**config.mk**
```make
export PLATFORM = sky130hd
export DESIGN_NAME = marker_framed_message_receiver
export DESIGN_NICKNAME = d
export VERILOG_FILES = /design/src/sv/mfr_pkg.sv /design/src/sv/mfr_front.sv /design/src/sv/mfr_back.sv /design/src/sv/marker_framed_message_receiver.sv
export VERILOG_INCLUDE_DIRS = /design/src /design/src/sv
export SDC_FILE = /design/constraint.sdc
export NUM_CORES = 1
export LEC_CHECK = 0
export BUFFER_PORTS_ARGS = -buffer_cell sky130_fd_sc_hd__buf_2
export CAP_MARGIN = 15
export CORE_AREA = 10 10 241 243
export DETAILED_ROUTE_END_ITERATION = 6
export DIE_AREA = 0 0 251 253
export PLACE_DENSITY = 0.73
export SLEW_MARGIN = 20
export SYNTH_ARGS = -nofsm -noshare
export SYNTH_HDL_FRONTEND = slang
export SYNTH_SLANG_ARGS = --single-unit
```
**constraint.sdc**
```tcl
create_clock -name clk -period 4.25 [get_ports clk]
set_clock_uncertainty 0.15 [all_clocks]
set_input_delay 0.425 -clock clk [delete_from_list [all_inputs] [get_ports clk]]
set_output_delay 0.425 -clock clk [all_outputs]
set_load 0.02 [all_outputs]
```
**src/sv/assert_macros.svh**
```systemverilog
// Assertion macros used by the back-end RTL module of the framed message receiver.
`ifndef ASSERT_MACROS_SVH
`define ASSERT_MACROS_SVH

`ifndef SYNTH

// Checks that a property holds at every rising clock edge outside reset.
`define CHK_ASSERT(lbl, clk, rstn, prop, msg) \
    lbl: assert property (@(posedge clk) disable iff (!rstn) prop) else $error(msg);

// Checks that a condition never holds at a rising clock edge outside reset.
`define CHK_NEVER(lbl, clk, rstn, cond, msg) \
    lbl: assert property (@(posedge clk) disable iff (!rstn) !(cond)) else $error(msg);

`else

`define CHK_ASSERT(lbl, clk, rstn, prop, msg)
`define CHK_NEVER(lbl, clk, rstn, cond, msg)

`endif

`endif

```
**src/sv/mfr_pkg.sv**
```systemverilog
// Package with the types, constants and helpers of the framed message receiver.
package mfr_pkg;

    localparam int FIFO_DEPTH  = 64;
    localparam int FIFO_AW     = $clog2(FIFO_DEPTH);
    localparam int FILL_W      = FIFO_AW + 1;
    localparam int NEED_W      = 7;
    localparam int CMP_W       = (FILL_W > NEED_W) ? FILL_W : NEED_W;
    localparam logic [FIFO_AW:0] DEPTH_V = (FIFO_AW + 1)'(FIFO_DEPTH);

    localparam int CMDQ_DEPTH  = 2;
    localparam int CMDQ_AW     = (CMDQ_DEPTH > 1) ? $clog2(CMDQ_DEPTH) : 1;
    localparam int CMDQ_CW     = $clog2(CMDQ_DEPTH + 1);

    localparam int CFG_IDX_W   = 1;
    localparam int CFG_DATA_W  = 8;

    localparam logic [CFG_IDX_W-1:0] REG_START_MARKER = 1'd0;
    localparam logic [CFG_IDX_W-1:0] REG_END_MARKER   = 1'd1;

    localparam logic [7:0] START_MARKER_RST = 8'd60;
    localparam logic [7:0] END_MARKER_RST   = 8'd62;

    localparam logic [1:0] MODE_BYTE    = 2'd0;
    localparam logic [1:0] MODE_TICK    = 2'd1;
    localparam logic [1:0] MODE_REQUEST = 2'd2;

    localparam logic [1:0] ST_SUCCESS = 2'd0;
    localparam logic [1:0] ST_NOMSG   = 2'd1;
    localparam logic [1:0] ST_FRAMING = 2'd2;
    localparam logic [1:0] ST_TIMEOUT = 2'd3;

    localparam logic       KIND_PAYLOAD = 1'b0;
    localparam logic       KIND_STATUS  = 1'b1;

    // A length of this value can never form a complete frame.
    localparam logic [5:0] LEN_NEVER = 6'd63;
    localparam logic [15:0] TICKS_MAX = 16'hFFFF;

    typedef struct packed {
        logic [1:0]  mode;
        logic [7:0]  rx_byte;
        logic [5:0]  msg_length;
        logic [15:0] timeout_ticks;
    } in_beat_t;

    typedef struct packed {
        logic       kind;
        logic [7:0] payload;
        logic [1:0] status;
        logic       last;
    } out_beat_t;

    typedef enum logic [1:0] {
        OP_BYTE,
        OP_TICK,
        OP_REQ
    } cmd_op_t;

    typedef struct packed {
        cmd_op_t     op;
        logic [7:0]  data;
        logic [5:0]  len;
        logic [15:0] timeout;
    } cmd_t;

    // Adds an offset below the depth to a FIFO index and wraps once.
    function automatic logic [FIFO_AW-1:0] wrap_add(input logic [FIFO_AW-1:0] base,
                                                    input logic [FIFO_AW-1:0] off);
        logic [FIFO_AW:0] sum;
        sum = {1'b0, base} + {1'b0, off};
        if (sum >= DEPTH_V)
        begin
            sum = sum - DEPTH_V;
        end
        return sum[FIFO_AW-1:0];
    endfunction

endpackage

```
**src/sv/mfr_front.sv**
```systemverilog
// Front end: takes input beats, classifies them and queues commands for the back end.
module mfr_front
    import mfr_pkg::*;
(
    input  logic     clk,
    input  logic     rst_n,
    input  logic     in_valid,
    output logic     in_ready,
    input  in_beat_t in_data,
    output logic     cmd_valid,
    input  logic     cmd_pop,
    output cmd_t     cmd
);

    cmd_t                 queue_mem [CMDQ_DEPTH];
    logic [CMDQ_AW-1:0]   wr_ptr_reg;
    logic [CMDQ_AW-1:0]   wr_ptr_next;
    logic [CMDQ_AW-1:0]   rd_ptr_reg;
    logic [CMDQ_AW-1:0]   rd_ptr_next;
    logic [CMDQ_CW-1:0]   count_reg;
    logic [CMDQ_CW-1:0]   count_next;
    logic                 accept;
    logic                 push;
    logic                 pop;
    cmd_t                 new_cmd;

    assign in_ready  = (count_reg != CMDQ_CW'(CMDQ_DEPTH));
    assign cmd_valid = (count_reg != '0);
    assign cmd       = queue_mem[rd_ptr_reg];
    assign accept    = in_valid && in_ready;
    assign pop       = cmd_pop && cmd_valid;

    // The unused mode is accepted and dropped here, so it never reaches the back end.
    always_comb
    begin
        new_cmd.data    = in_data.rx_byte;
        new_cmd.len     = in_data.msg_length;
        new_cmd.timeout = in_data.timeout_ticks;
        new_cmd.op      = OP_BYTE;
        push            = 1'b0;
        case (in_data.mode)
            MODE_BYTE:
            begin
                new_cmd.op = OP_BYTE;
                push       = accept;
            end
            MODE_TICK:
            begin
                new_cmd.op = OP_TICK;
                push       = accept;
            end
            MODE_REQUEST:
            begin
                new_cmd.op = OP_REQ;
                push       = accept;
            end
            default:
            begin
                push = 1'b0;
            end
        endcase
    end

    always_comb
    begin
        wr_ptr_next = wr_ptr_reg;
        rd_ptr_next = rd_ptr_reg;
        count_next  = count_reg;
        if (push)
        begin
            wr_ptr_next = (wr_ptr_reg == CMDQ_AW'(CMDQ_DEPTH - 1)) ? '0
                                                                    : wr_ptr_reg + CMDQ_AW'(1);
        end
        if (pop)
        begin
            rd_ptr_next = (rd_ptr_reg == CMDQ_AW'(CMDQ_DEPTH - 1)) ? '0
                                                                    : rd_ptr_reg + CMDQ_AW'(1);
        end
        if (push && !pop)
        begin
            count_next = count_reg + CMDQ_CW'(1);
        end
        else if (pop && !push)
        begin
            count_next = count_reg - CMDQ_CW'(1);
        end
    end

    always_ff @(posedge clk or negedge rst_n)
    begin
        if (!rst_n)
        begin
            wr_ptr_reg <= '0;
            rd_ptr_reg <= '0;
            count_reg  <= '0;
        end
        else
        begin
            wr_ptr_reg <= wr_ptr_next;
            rd_ptr_reg <= rd_ptr_next;
            count_reg  <= count_next;
        end
    end

    always_ff @(posedge clk)
    begin
        if (push)
        begin
            queue_mem[wr_ptr_reg] <= new_cmd;
        end
    end

endmodule

```
**src/sv/mfr_back.sv**
```systemverilog
// Back end: byte FIFO, request tracking, frame check, payload output and resync.
`include "assert_macros.svh"

module mfr_back
    import mfr_pkg::*;
(
    input  logic       clk,
    input  logic       rst_n,
    input  logic       cmd_valid,
    output logic       cmd_pop,
    input  cmd_t       cmd,
    input  logic [7:0] start_marker,
    input  logic [7:0] end_marker,
    output logic       out_valid,
    input  logic       out_ready,
    output out_beat_t  out_data
);

    typedef enum logic [3:0] {
        S_IDLE,
        S_CHECK,
        S_HEAD,
        S_TAIL,
        S_EMIT,
        S_PAYLOAD,
        S_RESYNC,
        S_RESYNC_CMP,
        S_STATUS
    } state_t;

    logic [7:0]          byte_mem [FIFO_DEPTH];
    logic [7:0]          rd_data_reg;

    state_t              state_reg, state_next;
    logic [FIFO_AW-1:0]  head_reg, head_next;
    logic [FILL_W-1:0]   fill_reg, fill_next;
    logic                pending_reg, pending_next;
    logic [5:0]          len_reg, len_next;
    logic [15:0]         timeout_reg, timeout_next;
    logic [15:0]         elapsed_reg, elapsed_next;
    logic [5:0]          remain_reg, remain_next;
    logic [1:0]          status_reg, status_next;
    logic                start_ok_reg, start_ok_next;
    logic                out_valid_reg, out_valid_next;
    out_beat_t           out_data_reg, out_data_next;

    logic                mem_we;
    logic [FIFO_AW-1:0]  wr_addr;
    logic                mem_re;
    logic [FIFO_AW-1:0]  rd_addr;
    logic                can_load;
    logic [FIFO_AW-1:0]  head_inc;
    logic [FILL_W-1:0]   fill_dec;
    logic [15:0]         elapsed_inc;
    logic [NEED_W-1:0]   need;
    logic [NEED_W-1:0]   tail_off;

    assign out_valid = out_valid_reg;
    assign out_data  = out_data_reg;

    assign can_load    = !out_valid_reg || out_ready;
    assign head_inc    = wrap_add(head_reg, FIFO_AW'(1));
    assign fill_dec    = fill_reg - FILL_W'(1);
    assign elapsed_inc = (elapsed_reg < TICKS_MAX) ? elapsed_reg + 16'd1 : elapsed_reg;
    assign need        = {1'b0, len_reg} + NEED_W'(2);
    assign tail_off    = {1'b0, len_reg} + NEED_W'(1);

    always_comb
    begin
        state_next     = state_reg;
        head_next      = head_reg;
        fill_next      = fill_reg;
        pending_next   = pending_reg;
        len_next       = len_reg;
        timeout_next   = timeout_reg;
        elapsed_next   = elapsed_reg;
        remain_next    = remain_reg;
        status_next    = status_reg;
        start_ok_next  = start_ok_reg;
        out_valid_next = out_valid_reg;
        out_data_next  = out_data_reg;
        mem_we         = 1'b0;
        wr_addr        = head_reg;
        mem_re         = 1'b0;
        rd_addr        = head_reg;
        cmd_pop        = 1'b0;

        if (out_valid_reg && out_ready)
        begin
            out_valid_next = 1'b0;
        end

        case (state_reg)
            S_IDLE:
            begin
                if (cmd_valid)
                begin
                    cmd_pop = 1'b1;
                    case (cmd.op)
                        OP_BYTE:
                        begin
                            mem_we = 1'b1;
                            if (fill_reg == DEPTH_V)
                            begin
                                // Full: the new byte takes the slot of the oldest one.
                                wr_addr   = head_reg;
                                head_next = head_inc;
                            end
                            else
                            begin
                                wr_addr   = wrap_add(head_reg, FIFO_AW'(fill_reg));
                                fill_next = fill_reg + FILL_W'(1);
                            end
                            if (pending_reg)
                            begin
                                state_next = S_CHECK;
                            end
                        end
                        OP_TICK:
                        begin
                            if (pending_reg)
                            begin
                                elapsed_next = elapsed_inc;
                                if (elapsed_inc >= timeout_reg)
                                begin
                                    pending_next = 1'b0;
                                    status_next  = ST_TIMEOUT;
                                    state_next   = S_STATUS;
                                end
                            end
                        end
                        OP_REQ:
                        begin
                            pending_next = 1'b0;
                            if (fill_reg == '0)
                            begin
                                status_next = ST_NOMSG;
                                state_next  = S_STATUS;
                            end
                            else
                            begin
                                len_next     = cmd.len;
                                timeout_next = cmd.timeout;
                                elapsed_next = 16'd0;
                                if (cmd.timeout == 16'd0)
                                begin
                                    status_next = ST_TIMEOUT;
                                    state_next  = S_STATUS;
                                end
                                else
                                begin
                                    pending_next = 1'b1;
                                    state_next   = S_CHECK;
                                end
                            end
                        end
                        default:
                        begin
                            state_next = S_IDLE;
                        end
                    endcase
                end
            end
            S_CHECK:
            begin
                if (len_reg != LEN_NEVER && CMP_W'(fill_reg) >= CMP_W'(need))
                begin
                    pending_next = 1'b0;
                    mem_re       = 1'b1;
                    rd_addr      = head_reg;
                    state_next   = S_HEAD;
                end
                else
                begin
                    state_next = S_IDLE;
                end
            end
            S_HEAD:
            begin
                start_ok_next = (rd_data_reg == start_marker);
                mem_re        = 1'b1;
                rd_addr       = wrap_add(head_reg, FIFO_AW'(tail_off));
                state_next    = S_TAIL;
            end
            S_TAIL:
            begin
                head_next = head_inc;
                fill_next = fill_dec;
                if (start_ok_reg && rd_data_reg == end_marker)
                begin
                    remain_next = len_reg;
                    state_next  = S_EMIT;
                end
                else
                begin
                    state_next = S_RESYNC;
                end
            end
            S_EMIT:
            begin
                if (remain_reg == '0)
                begin
                    head_next   = head_inc;
                    fill_next   = fill_dec;
                    status_next = ST_SUCCESS;
                    state_next  = S_STATUS;
                end
                else
                begin
                    mem_re     = 1'b1;
                    rd_addr    = head_reg;
                    state_next = S_PAYLOAD;
                end
            end
            S_PAYLOAD:
            begin
                if (can_load)
                begin
                    out_valid_next        = 1'b1;
                    out_data_next.kind    = KIND_PAYLOAD;
                    out_data_next.payload = rd_data_reg;
                    out_data_next.status  = ST_SUCCESS;
                    out_data_next.last    = 1'b0;
                    head_next             = head_inc;
                    fill_next             = fill_dec;
                    remain_next           = remain_reg - 6'd1;
                    state_next            = S_EMIT;
                end
            end
            S_RESYNC:
            begin
                if (fill_reg == '0)
                begin
                    status_next = ST_FRAMING;
                    state_next  = S_STATUS;
                end
                else
                begin
                    mem_re     = 1'b1;
                    rd_addr    = head_reg;
                    state_next = S_RESYNC_CMP;
                end
            end
            S_RESYNC_CMP:
            begin
                if (rd_data_reg == start_marker)
                begin
                    status_next = ST_FRAMING;
                    state_next  = S_STATUS;
                end
                else
                begin
                    head_next  = head_inc;
                    fill_next  = fill_dec;
                    state_next = S_RESYNC;
                end
            end
            S_STATUS:
            begin
                if (can_load)
                begin
                    out_valid_next        = 1'b1;
                    out_data_next.kind    = KIND_STATUS;
                    out_data_next.payload = 8'd0;
                    out_data_next.status  = status_reg;
                    out_data_next.last    = 1'b1;
                    state_next            = S_IDLE;
                end
            end
            default:
            begin
                state_next = S_IDLE;
            end
        endcase
    end

    always_ff @(posedge clk or negedge rst_n)
    begin
        if (!rst_n)
        begin
            state_reg     <= S_IDLE;
            head_reg      <= '0;
            fill_reg      <= '0;
            pending_reg   <= 1'b0;
            len_reg       <= '0;
            timeout_reg   <= '0;
            elapsed_reg   <= '0;
            remain_reg    <= '0;
            status_reg    <= ST_SUCCESS;
            start_ok_reg  <= 1'b0;
            out_valid_reg <= 1'b0;
            out_data_reg  <= '0;
        end
        else
        begin
            state_reg     <= state_next;
            head_reg      <= head_next;
            fill_reg      <= fill_next;
            pending_reg   <= pending_next;
            len_reg       <= len_next;
            timeout_reg   <= timeout_next;
            elapsed_reg   <= elapsed_next;
            remain_reg    <= remain_next;
            status_reg    <= status_next;
            start_ok_reg  <= start_ok_next;
            out_valid_reg <= out_valid_next;
            out_data_reg  <= out_data_next;
        end
    end

    always_ff @(posedge clk)
    begin
        if (mem_we)
        begin
            byte_mem[wr_addr] <= cmd.data;
        end
        if (mem_re)
        begin
            rd_data_reg <= byte_mem[rd_addr];
        end
    end

    `CHK_NEVER(a_fill_in_range, clk, rst_n, fill_reg > DEPTH_V, "FIFO fill count exceeds depth")
    `CHK_NEVER(a_read_empty, clk, rst_n, mem_re && fill_reg == '0, "FIFO read while empty")
    `CHK_ASSERT(a_last_on_status, clk, rst_n, out_valid_reg |-> (out_data_reg.kind == out_data_reg.last), "last flag does not match result kind")
    `CHK_ASSERT(a_no_pending_emit, clk, rst_n, (state_reg == S_EMIT || state_reg == S_PAYLOAD || state_reg == S_RESYNC) |-> !pending_reg, "request still pending after frame check")

endmodule

```
**src/sv/marker_framed_message_receiver.sv**
```systemverilog
// Top level of the marker-framed message receiver: configuration registers and wiring.
//
// Input beats carry a mode: a received byte, a one millisecond tick or a message
// request with a payload length and a timeout in ticks. Result beats carry either a
// payload byte or the request status; the last flag marks the final beat of a request.
// Both channels use valid and ready; start and end markers are written through a
// plain write port (index 0 start marker, index 1 end marker). The user must write
// them only while the block is idle; the block itself does not enforce this.
// The front end accepts beats into a two-entry command queue, so input is taken while
// results wait downstream. The back end executes one command at a time: a byte or
// tick is handled in S_IDLE; a frame check passes S_CHECK, S_HEAD and S_TAIL; each
// payload byte is read from the FIFO memory port in S_EMIT and sent in S_PAYLOAD, and
// the closing status goes out from S_STATUS; a resync steps through S_RESYNC and
// S_RESYNC_CMP for each dropped byte, since the byte FIFO has a single read port.
// Results pass through an output register.
// Reset empties the FIFO, clears any pending request and sets the markers to 60 and 62.
// When the receiver stalls, the output register holds its beat, the back end waits,
// and once the queue fills, in_ready drops until results drain.
module marker_framed_message_receiver
    import mfr_pkg::*;
(
    input  logic                  clk,
    input  logic                  rst_n,
    input  logic                  in_valid,
    output logic                  in_ready,
    input  in_beat_t              in_data,
    output logic                  out_valid,
    input  logic                  out_ready,
    output out_beat_t             out_data,
    input  logic                  cfg_we,
    input  logic [CFG_IDX_W-1:0]  cfg_index,
    input  logic [CFG_DATA_W-1:0] cfg_data
);

    logic [7:0] start_marker_reg;
    logic [7:0] end_marker_reg;
    logic       cmd_valid;
    logic       cmd_pop;
    cmd_t       cmd;

    // The user must write the marker registers only while the block is idle, so the
    // back end can compare against them directly; the block does not enforce this.
    always_ff @(posedge clk or negedge rst_n)
    begin
        if (!rst_n)
        begin
            start_marker_reg <= START_MARKER_RST;
            end_marker_reg   <= END_MARKER_RST;
        end
        else if (cfg_we)
        begin
            case (cfg_index)
                REG_START_MARKER:
                begin
                    start_marker_reg <= cfg_data;
                end
                REG_END_MARKER:
                begin
                    end_marker_reg <= cfg_data;
                end
                default:
                begin
                    start_marker_reg <= start_marker_reg;
                end
            endcase
        end
    end

    // The front end classifies each beat and queues it as a command.
    mfr_front u_front (
        .clk       (clk),
        .rst_n     (rst_n),
        .in_valid  (in_valid),
        .in_ready  (in_ready),
        .in_data   (in_data),
        .cmd_valid (cmd_valid),
        .cmd_pop   (cmd_pop),
        .cmd       (cmd)
    );

    // The back end owns the byte FIFO, the pending request and the result register.
    mfr_back u_back (
        .clk          (clk),
        .rst_n        (rst_n),
        .cmd_valid    (cmd_valid),
        .cmd_pop      (cmd_pop),
        .cmd          (cmd),
        .start_marker (start_marker_reg),
        .end_marker   (end_marker_reg),
        .out_valid    (out_valid),
        .out_ready    (out_ready),
        .out_data     (out_data)
    );

endmodule

```
### Yosys cells after proc, flatten, opt, wreduce, memory -nomap -nowiden

Memory sizes are Yosys's and may differ from the RTL's. A register that Yosys moved wholly into a read port is not among the register bits.
Index checks and enable logic that the tools add are counted.

| word-level totals | value |
|---|---|
| output and inout port bits | 14 |
| memory bits (read-only) | 0 |
| word-level logic and storage cells | 207 |
| memories | 2 |
| bits in writable memories | 576 |
| bits in registers | 98 |
| latch bits | 0 |

| cells by class | value |
|---|---|
| equal/unequal tests | 36 |
| order comparisons | 6 |
| shift operators | 0 |
| mux-type cells | 87 |
| bitwise operators | 2 |
| reductions and logical operators | 38 |
| multiply operators | 0 |
| divide/modulo/power cells | 0 |
| $add $sub $neg | 16 |

Memory list:

| name | depth | bits a word | read ports | clocked after Yosys merged registers in | write ports | line | RTL |
|---|---|---|---|---|---|---|---|
| u_back.byte_mem | 64 | 8 | 1 | 1 | 1 | mfr_back.sv:31 | `logic [7:0] byte_mem [FIFO_DEPTH];` |
| u_front.queue_mem | 2 | 32 | 1 | 0 | 1 | mfr_front.sv:15 | `cmd_t queue_mem [CMDQ_DEPTH];` |

Operators by type and width:

| operator | number |
|---|---|
| 2-to-1 mux 6 bit | 16 |
| 2-to-1 mux 16 bit | 3 |
| 2-to-1 mux 4 bit | 11 |
| 2-to-1 mux 7 bit | 6 |
| case mux 4 bit (9 select lines) | 1 |
| case mux 7 bit (5 select lines) | 1 |
| case mux 16 bit (2 select lines) | 1 |
| case mux 6 bit (5 select lines) | 1 |
| 2-to-1 mux 1 bit | 24 |
| 2-to-1 mux 12 bit | 2 |
| 2-to-1 mux 2 bit | 12 |
| case mux 12 bit (2 select lines) | 1 |
| subtractor 6 x 1 -> 6 bit, second input constant | 4 |
| greater-or-equal comparator 7 bit, second input constant | 3 |
| inequality test 2 x 1 -> 1 bit, second input constant | 9 |
| adder 16 x 1 -> 16 bit, second input constant | 1 |
| == test 4 x 3 -> 1 bit, second input constant | 4 |
| == test 8 bit | 2 |
| greater-or-equal comparator 16 bit | 1 |
| zero test 16 bit | 1 |
| less-than comparator 16 bit, second input constant | 1 |
| adder 6 x 6 -> 7 bit | 2 |
| AND reduction 7 bit | 2 |
| inequality test 2 bit, second input constant | 6 |
| 44 further kinds | 70 |

### Depth between registers and ports, before layout

| depth | value |
|---|---|
| depth after elaboration | 8 |
| gate-level depth with buffers | 16 |

### Cells and area by module

A second synthesis with hierarchy kept.

| second synthesis, totals | value |
|---|---|
| cells, all modules | 2096 |
| area, all modules | 29608.4 um^2 |

By module, submodules not included:

| module | area each (um^2) | cells an instance | seq. area each (um^2) | instances |
|---|---|---|---|---|
| mfr_back | 26272.7 | 1939 | 17541.8 | 1 |
| mfr_front | 2682.6 | 122 | 2021.9 | 1 |
| marker_framed_message_receiver | 653.1 | 35 | 411.6 | 1 |

### Least setup slack after synthesis

Ideal clock, no wire load.

| timing | value |
|---|---|
| path type | flip-flop to flip-flop |
| from | reg u_back.elapsed_reg[3] |
| to | reg u_back.status_reg[0] |
| stages on the path, launching flop included | 16 |
| setup slack | 0.278 ns |
| buffers on the path | 1 |
| arrival time | 3.697 ns |
| required time | 3.975 ns |
| path through | dfrtp_1 -> and3_1 -> clkbuf_1 -> nand4_1 -> nor4_2 -> nor2_1 -> and3_1 -> xnor2_1 -> ha_1 -> a21o_1 -> a21o_1 -> a21oi_1 -> a21oi_1 -> o21ai_0 -> and4b_1 -> mux2_2 |

| on the way | value |
|---|---|
| longest elaborated chain between the ends | 5 |
| elaborated cells between the ends (all ways) | 6 |
| classes of those cells | add/sub (1); order compare (2); eq/ne (1); mux (1); reduce/logical (1) |

Ends and longest elaborated chain:

| element | line | RTL |
|---|---|---|
| from (decl) | mfr_back.sv:40 | `logic [15:0] elapsed_reg, elapsed_next;` |
| from (signal assigned) | mfr_back.sv:302 | `elapsed_reg <= elapsed_next;` |
| adder 16 x 1 -> 16 bit / less-than comparator 16 bit (equally long branches) | mfr_back.sv:64 | `assign elapsed_inc = (elapsed_reg < TICKS_MAX) ? elapsed_reg + 16'd1 : elapsed_reg;` |
| 2-to-1 mux 16 bit (*) | mfr_back.sv:64 |  |
| greater-or-equal comparator 16 bit (*) | mfr_back.sv:124 | `if (elapsed_inc >= timeout_reg)` |
| inequality test 3 x 2 -> 1 bit (no line) (*) | -- |  |
| AND reduction 9 bit (no line) (*) | -- |  |
| to (signal assigned) | mfr_back.sv:304 | `status_reg <= status_next;` |
| to (decl) | mfr_back.sv:42 | `logic [1:0] status_reg, status_next;` |

Every way passes the cells marked *; elsewhere a longest branch is shown, timed or not.
A chain may end at the register's enable or synchronous reset.

### Worst setup path in the final report

| timing | value |
|---|---|
| from | reg u_front.rd_ptr_reg |
| to | mem u_back.byte_mem[35][3] (enable) |

| on the way | value |
|---|---|
| longest elaborated chain between the ends | 7 |
| elaborated cells between the ends (all ways) | 10 |
| classes of those cells | mux (8); reduce/logical (1); memory (1) |

Ends and longest elaborated chain:

| element | line | RTL |
|---|---|---|
| from (decl) | mfr_front.sv:18 | `logic [CMDQ_AW-1:0] rd_ptr_reg;` |
| from (signal assigned) | mfr_front.sv:100 | `rd_ptr_reg <= rd_ptr_next;` |
| memory (2 x 32 bit) (*) | -- |  |
| zero test 2 bit (*) | mfr_back.sv:99 | `case (cmd.op)` |
| 2-to-1 mux 1 bit | mfr_back.sv:99 |  |
| 2-to-1 mux 1 bit | mfr_back.sv:96 | `if (cmd_valid)` |
| 2-to-1 mux 1 bit | mfr_back.sv:93 | `case (state_reg)` |
| 2-to-1 mux 1 bit | mfr_back.sv:313 | `if (mem_we)` |
| 2-to-1 mux 1 bit (implied by the code) | mfr_back.sv:315 | `byte_mem[wr_addr] <= cmd.data;` |
| to (decl) | mfr_back.sv:31 |  |

Marks and branches as above.

==> summary.md <==
| Metric | Value |
|---|---|
| Sw Ratio | `0.360` |
| Final Non-Filler Cells | `2719` |
| Clk root buf | `clkbuf_16` |
| Fin crit share | `0.987` |
| Data arrival, critical path | `4.35 ns` |
| PortBufs | `59` |
| P_sw | `9.09 mW` |
| Cells after DPL | `2555` |
| Max VDD drop | `470 uV` |
| Ports | `60` |
| Multi-input logic area | `8440 um^2` |
| TNS Setup | `0 ns` |
| Post-route cell area | `33400 um^2` |
| Crit path kind | `reg2reg` |
| Commonest non-fill, non-tap cell in the layout | `edfxtp_1` |
| Flop pwr share | `0.356` |
| Crit. End Element | `flop` |
| Max-Cap Viols | `0` |
| Critical Path Slowest Stage Cell | `nand2_1` |
| Syn nets | `1866` |
| Fin crit period | `roughly 4.2 ns` |
| R2r endpoint | `u_back.byte_mem[35][3]` |
| Worst Hold Class | `in2reg` |
| Power after layout | `~25 mW` |
| Largest buffer count on any clock path | `3` |
| TritonCTS Buffers | `just under 70` |
| Int Power | `approximately 16 mW` |
| Synth area leaders | `edfxtp_1 (61%), mux4_2 (9.2%), dfrtp_1 (7.6%), ha_1 (2.1%), a22oi_1 (1.9%)` |
| Most frequent cells in the layout | `edfxtp_1 (584), mux4_2 (118), buf_4 (114)` |
| Clock power frac | `0.246` |
| Max reg flops | `~510` |
| CTS tree | `done` |
| Max H-tree Level | `3` |
| Worst r2r src | `u_front.rd_ptr_reg` |
| Finished Core Util | `0.628` |
| DRT antenna net count | `0` |
| DR pass1 iterations | `5` |
| Instance count of the mapped netlist | `1768` |
| HPWL after DPL | `41900 um` |
| Nets | `2069` |
| Status | `finished clean` |
| Post-Synth Simple-Gate Area | `0.0629` |
| Synthesis-to-layout area growth | `15.7%` |
| Hold Vio Cnt, Final | `0` |
| Post-synth top area cell | `edfxtp_1` |
| Core area | `approximately 53000 um^2` |
| Fmax | `238 MHz` |
| RSZ-0062 raised after global routing | `yes` |
| Register area share after synthesis | `0.691` |
| CTS clock-pin slew for the worst setup and hold paths | `0.06 ns` |
| Largest registers | `u_back.byte_mem (512), u_front.queue_mem (64)` |
| Delay-heaviest family, CP | `simple AND/OR/NAND/NOR gates` |
| Setup crit end | `u_back.byte_mem[35][3]` |
| Final Wtd Congestion | `between 0.9 and 1` |
| Post-synth top flop | `edfxtp_1` |
| Die area | `63500 um^2` |
| Ys async rst share | `0.142` |
| First-pass GRT wire length | `103000 um` |
| Crit path depth | `11` |
| Placement Cell Area | `30700 um^2` |
| Clk_lat worst skew | `0.61 ns` |
| FF+latch area | `20000 um^2` |
| Post-synth top area share | `0.607` |
| Largest family of logic cells by synthesized area | `multiplexers` |
| Number of remaining DRC errors | `0` |
| Chip Height | `253 um` |
| Drt first-iter violations | `1748` |
| Synth Area in Compound Gates | `0.0619` |
| Vias in the first global route | `17000` |
| XOR/XNOR Fraction of Synth Area | `0.0176` |
| Worst-Margin Slew | `about 1.1 ns` |
| Gr ovfl total | `0` |
| Worst R2R Setup Slack | `0.06 ns` |
| YS warnings | `0` |
| Drt wl/cell | `24.7 um` |
| Most flops, register | `u_back.byte_mem` |
| Largest net degree at the start of global routing | `71` |
| Initial antenna violation count | `2` |
| CP Max Fanout | `13` |
| Adder-cell share of the synthesized area | `0.0233` |
| Post-Syn Area per Cell | `16.3 um^2` |
| Number of enable flip-flop cells after synthesis | `584` |
| Power per cell area | `755 nW/um^2` |
| Synth Cell Area | `28900 um^2` |
| GRT Total Usage | `0.211` |
| P_leak | `between 10 and 15 nW` |
| Initial Utilization | `0.542` |
| Final Max Slew Viols | `0` |
| CP required | `between 4 and 5 ns` |
| Layout cells sized above 1 | `0.230` |
| CTS Sinks | `681` |
| CP startpoint kind | `flop` |
| Reg2Reg Depth | `11` |
| Final WL | `approximately 67000 um` |
| Site row count | `85` |
| WP buf/inv | `3` |
| Postcts setup bufs | `0` |
| FF+latch count, synth | `between 600 and 700` |
| DR vias/cell | `6.18` |
| Die width | `251 um` |
| Mux cell area share after synthesis | `0.124` |
| Vias | `16800` |
| Logic gate share of total power | `0.398` |
| Cell variety after synth | `76` |
| Max-slew headroom | `0.247` |
| CP peak stage delay | `~0.63 ns` |
| Fill count | `3669` |
| Critical Path Start | `u_front.rd_ptr_reg` |
| Final Setup Violations | `0` |
| Crit-path cells | `mux2_2 > inv_1 > ha_1 > inv_1 > nor3_4 > nand2_2 > mux2i_1 > nor3_1 > nand2_1 > nor3_1 > buf_4` |
-- worst reg2reg max path, stage by stage (launching register included) --
cell and delay [ns]:
dfrtp_2 0.41, mux2_2 0.38, inv_1 0.13, ha_1 0.23, inv_1 0.13, nor3_4 0.32, nand2_2 0.22, mux2i_1 0.23
nor3_1 0.38, nand2_1 0.63, nor3_1 0.47, buf_4 0.23
-- how the worst min path moves through the flow --
stage | to | depth (start not counted) | from | slack, ns
floorplan | end_marker_reg[0] | 0 | rst_n | -0.02
global placement | u_back.out_data[7] | 2 | u_back.out_data[7] | 0.31
detailed placement | u_back.out_data[10] | 2 | u_back.out_data[10] | 0.32
CTS | u_front.wr_ptr_reg | 3 | in_valid | 0.007
global route | u_front.wr_ptr_reg | 3 | in_valid | 0.08
finish | u_front.wr_ptr_reg | 3 | in_valid | 0.04
-- Yosys cell counts, drive strengths merged, types with 19 or more instances --
master and n:
a21oi 69, a22oi 72, buf 28, clkbuf 60
dfrtp 88, edfxtp 584, ha 49, inv 40
mux2 33, mux2i 52, mux4 118, nand2 110
nand3 28, nor2 78, nor3 82, o21ai 43
xnor2 39, xor2 19
-- per-stage QoR --
step,setup WS (ns),hold WS [ns]
2_1_floorplan,0.278,-0.0206
3_3_place_gp,0.342,0.307
3_5_place_dp,0.193,0.317
4_1_cts,0.145,0.00677
5_1_grt,-0.157,0.0804
6_report,0.0558,0.0382
-- repair_timing --
action,CTS,global route
setup endpoints to repair,0,99
hold buffers,41,0
hold endpoints to repair,149,0
gates resized for setup,0,2
-- layout make-up --
class,count,area share
diodes,2,0.000150
clock buffers,80,0.0541
clock inverters,41,0.0149
inverters,40,0.00449
multi-input cells,959,0.252
flip-flops and latches,681,0.597
well taps,696,0.0260
repair buffers,220,0.0507
-- routing by layer --
| metal | global-route usage | routed length, um |
|---|---|---|
| met5 | 0 | 0 |
| met1 | 0.280 | 26600 |
| met4 | 0.0866 | 2220 |
| met3 | 0.0389 | 5420 |
| met2 | 0.342 | 32800 |
-- logic make-up (layout without fill, tap and decap cells) --
logic type      Yosys count  after routing
other cells               0              2
mux                     203            203
compound gates          270            270
simple gates            376            376
buf+inv                 128            381
xor+xnor                 58             58
flops                   681            681
fa+ha+maj                52             52
-- power by group through the flow --
| stage | clock network [mW] | registers (mW) | logic, mW |
|---|---|---|---|
| after global routing | 6.54 | 9.06 | 10.9 |
| final | 6.20 | 9.00 | 10.1 |
| after detailed placement | 0 | 9.12 | 9.91 |
| after global placement | 0 | 9.10 | 9.68 |
| after floorplan | 0 | 8.99 | 6.87 |
| after CTS | 6.29 | 8.99 | 10.0 |
(Power assumes the default switching activity.)
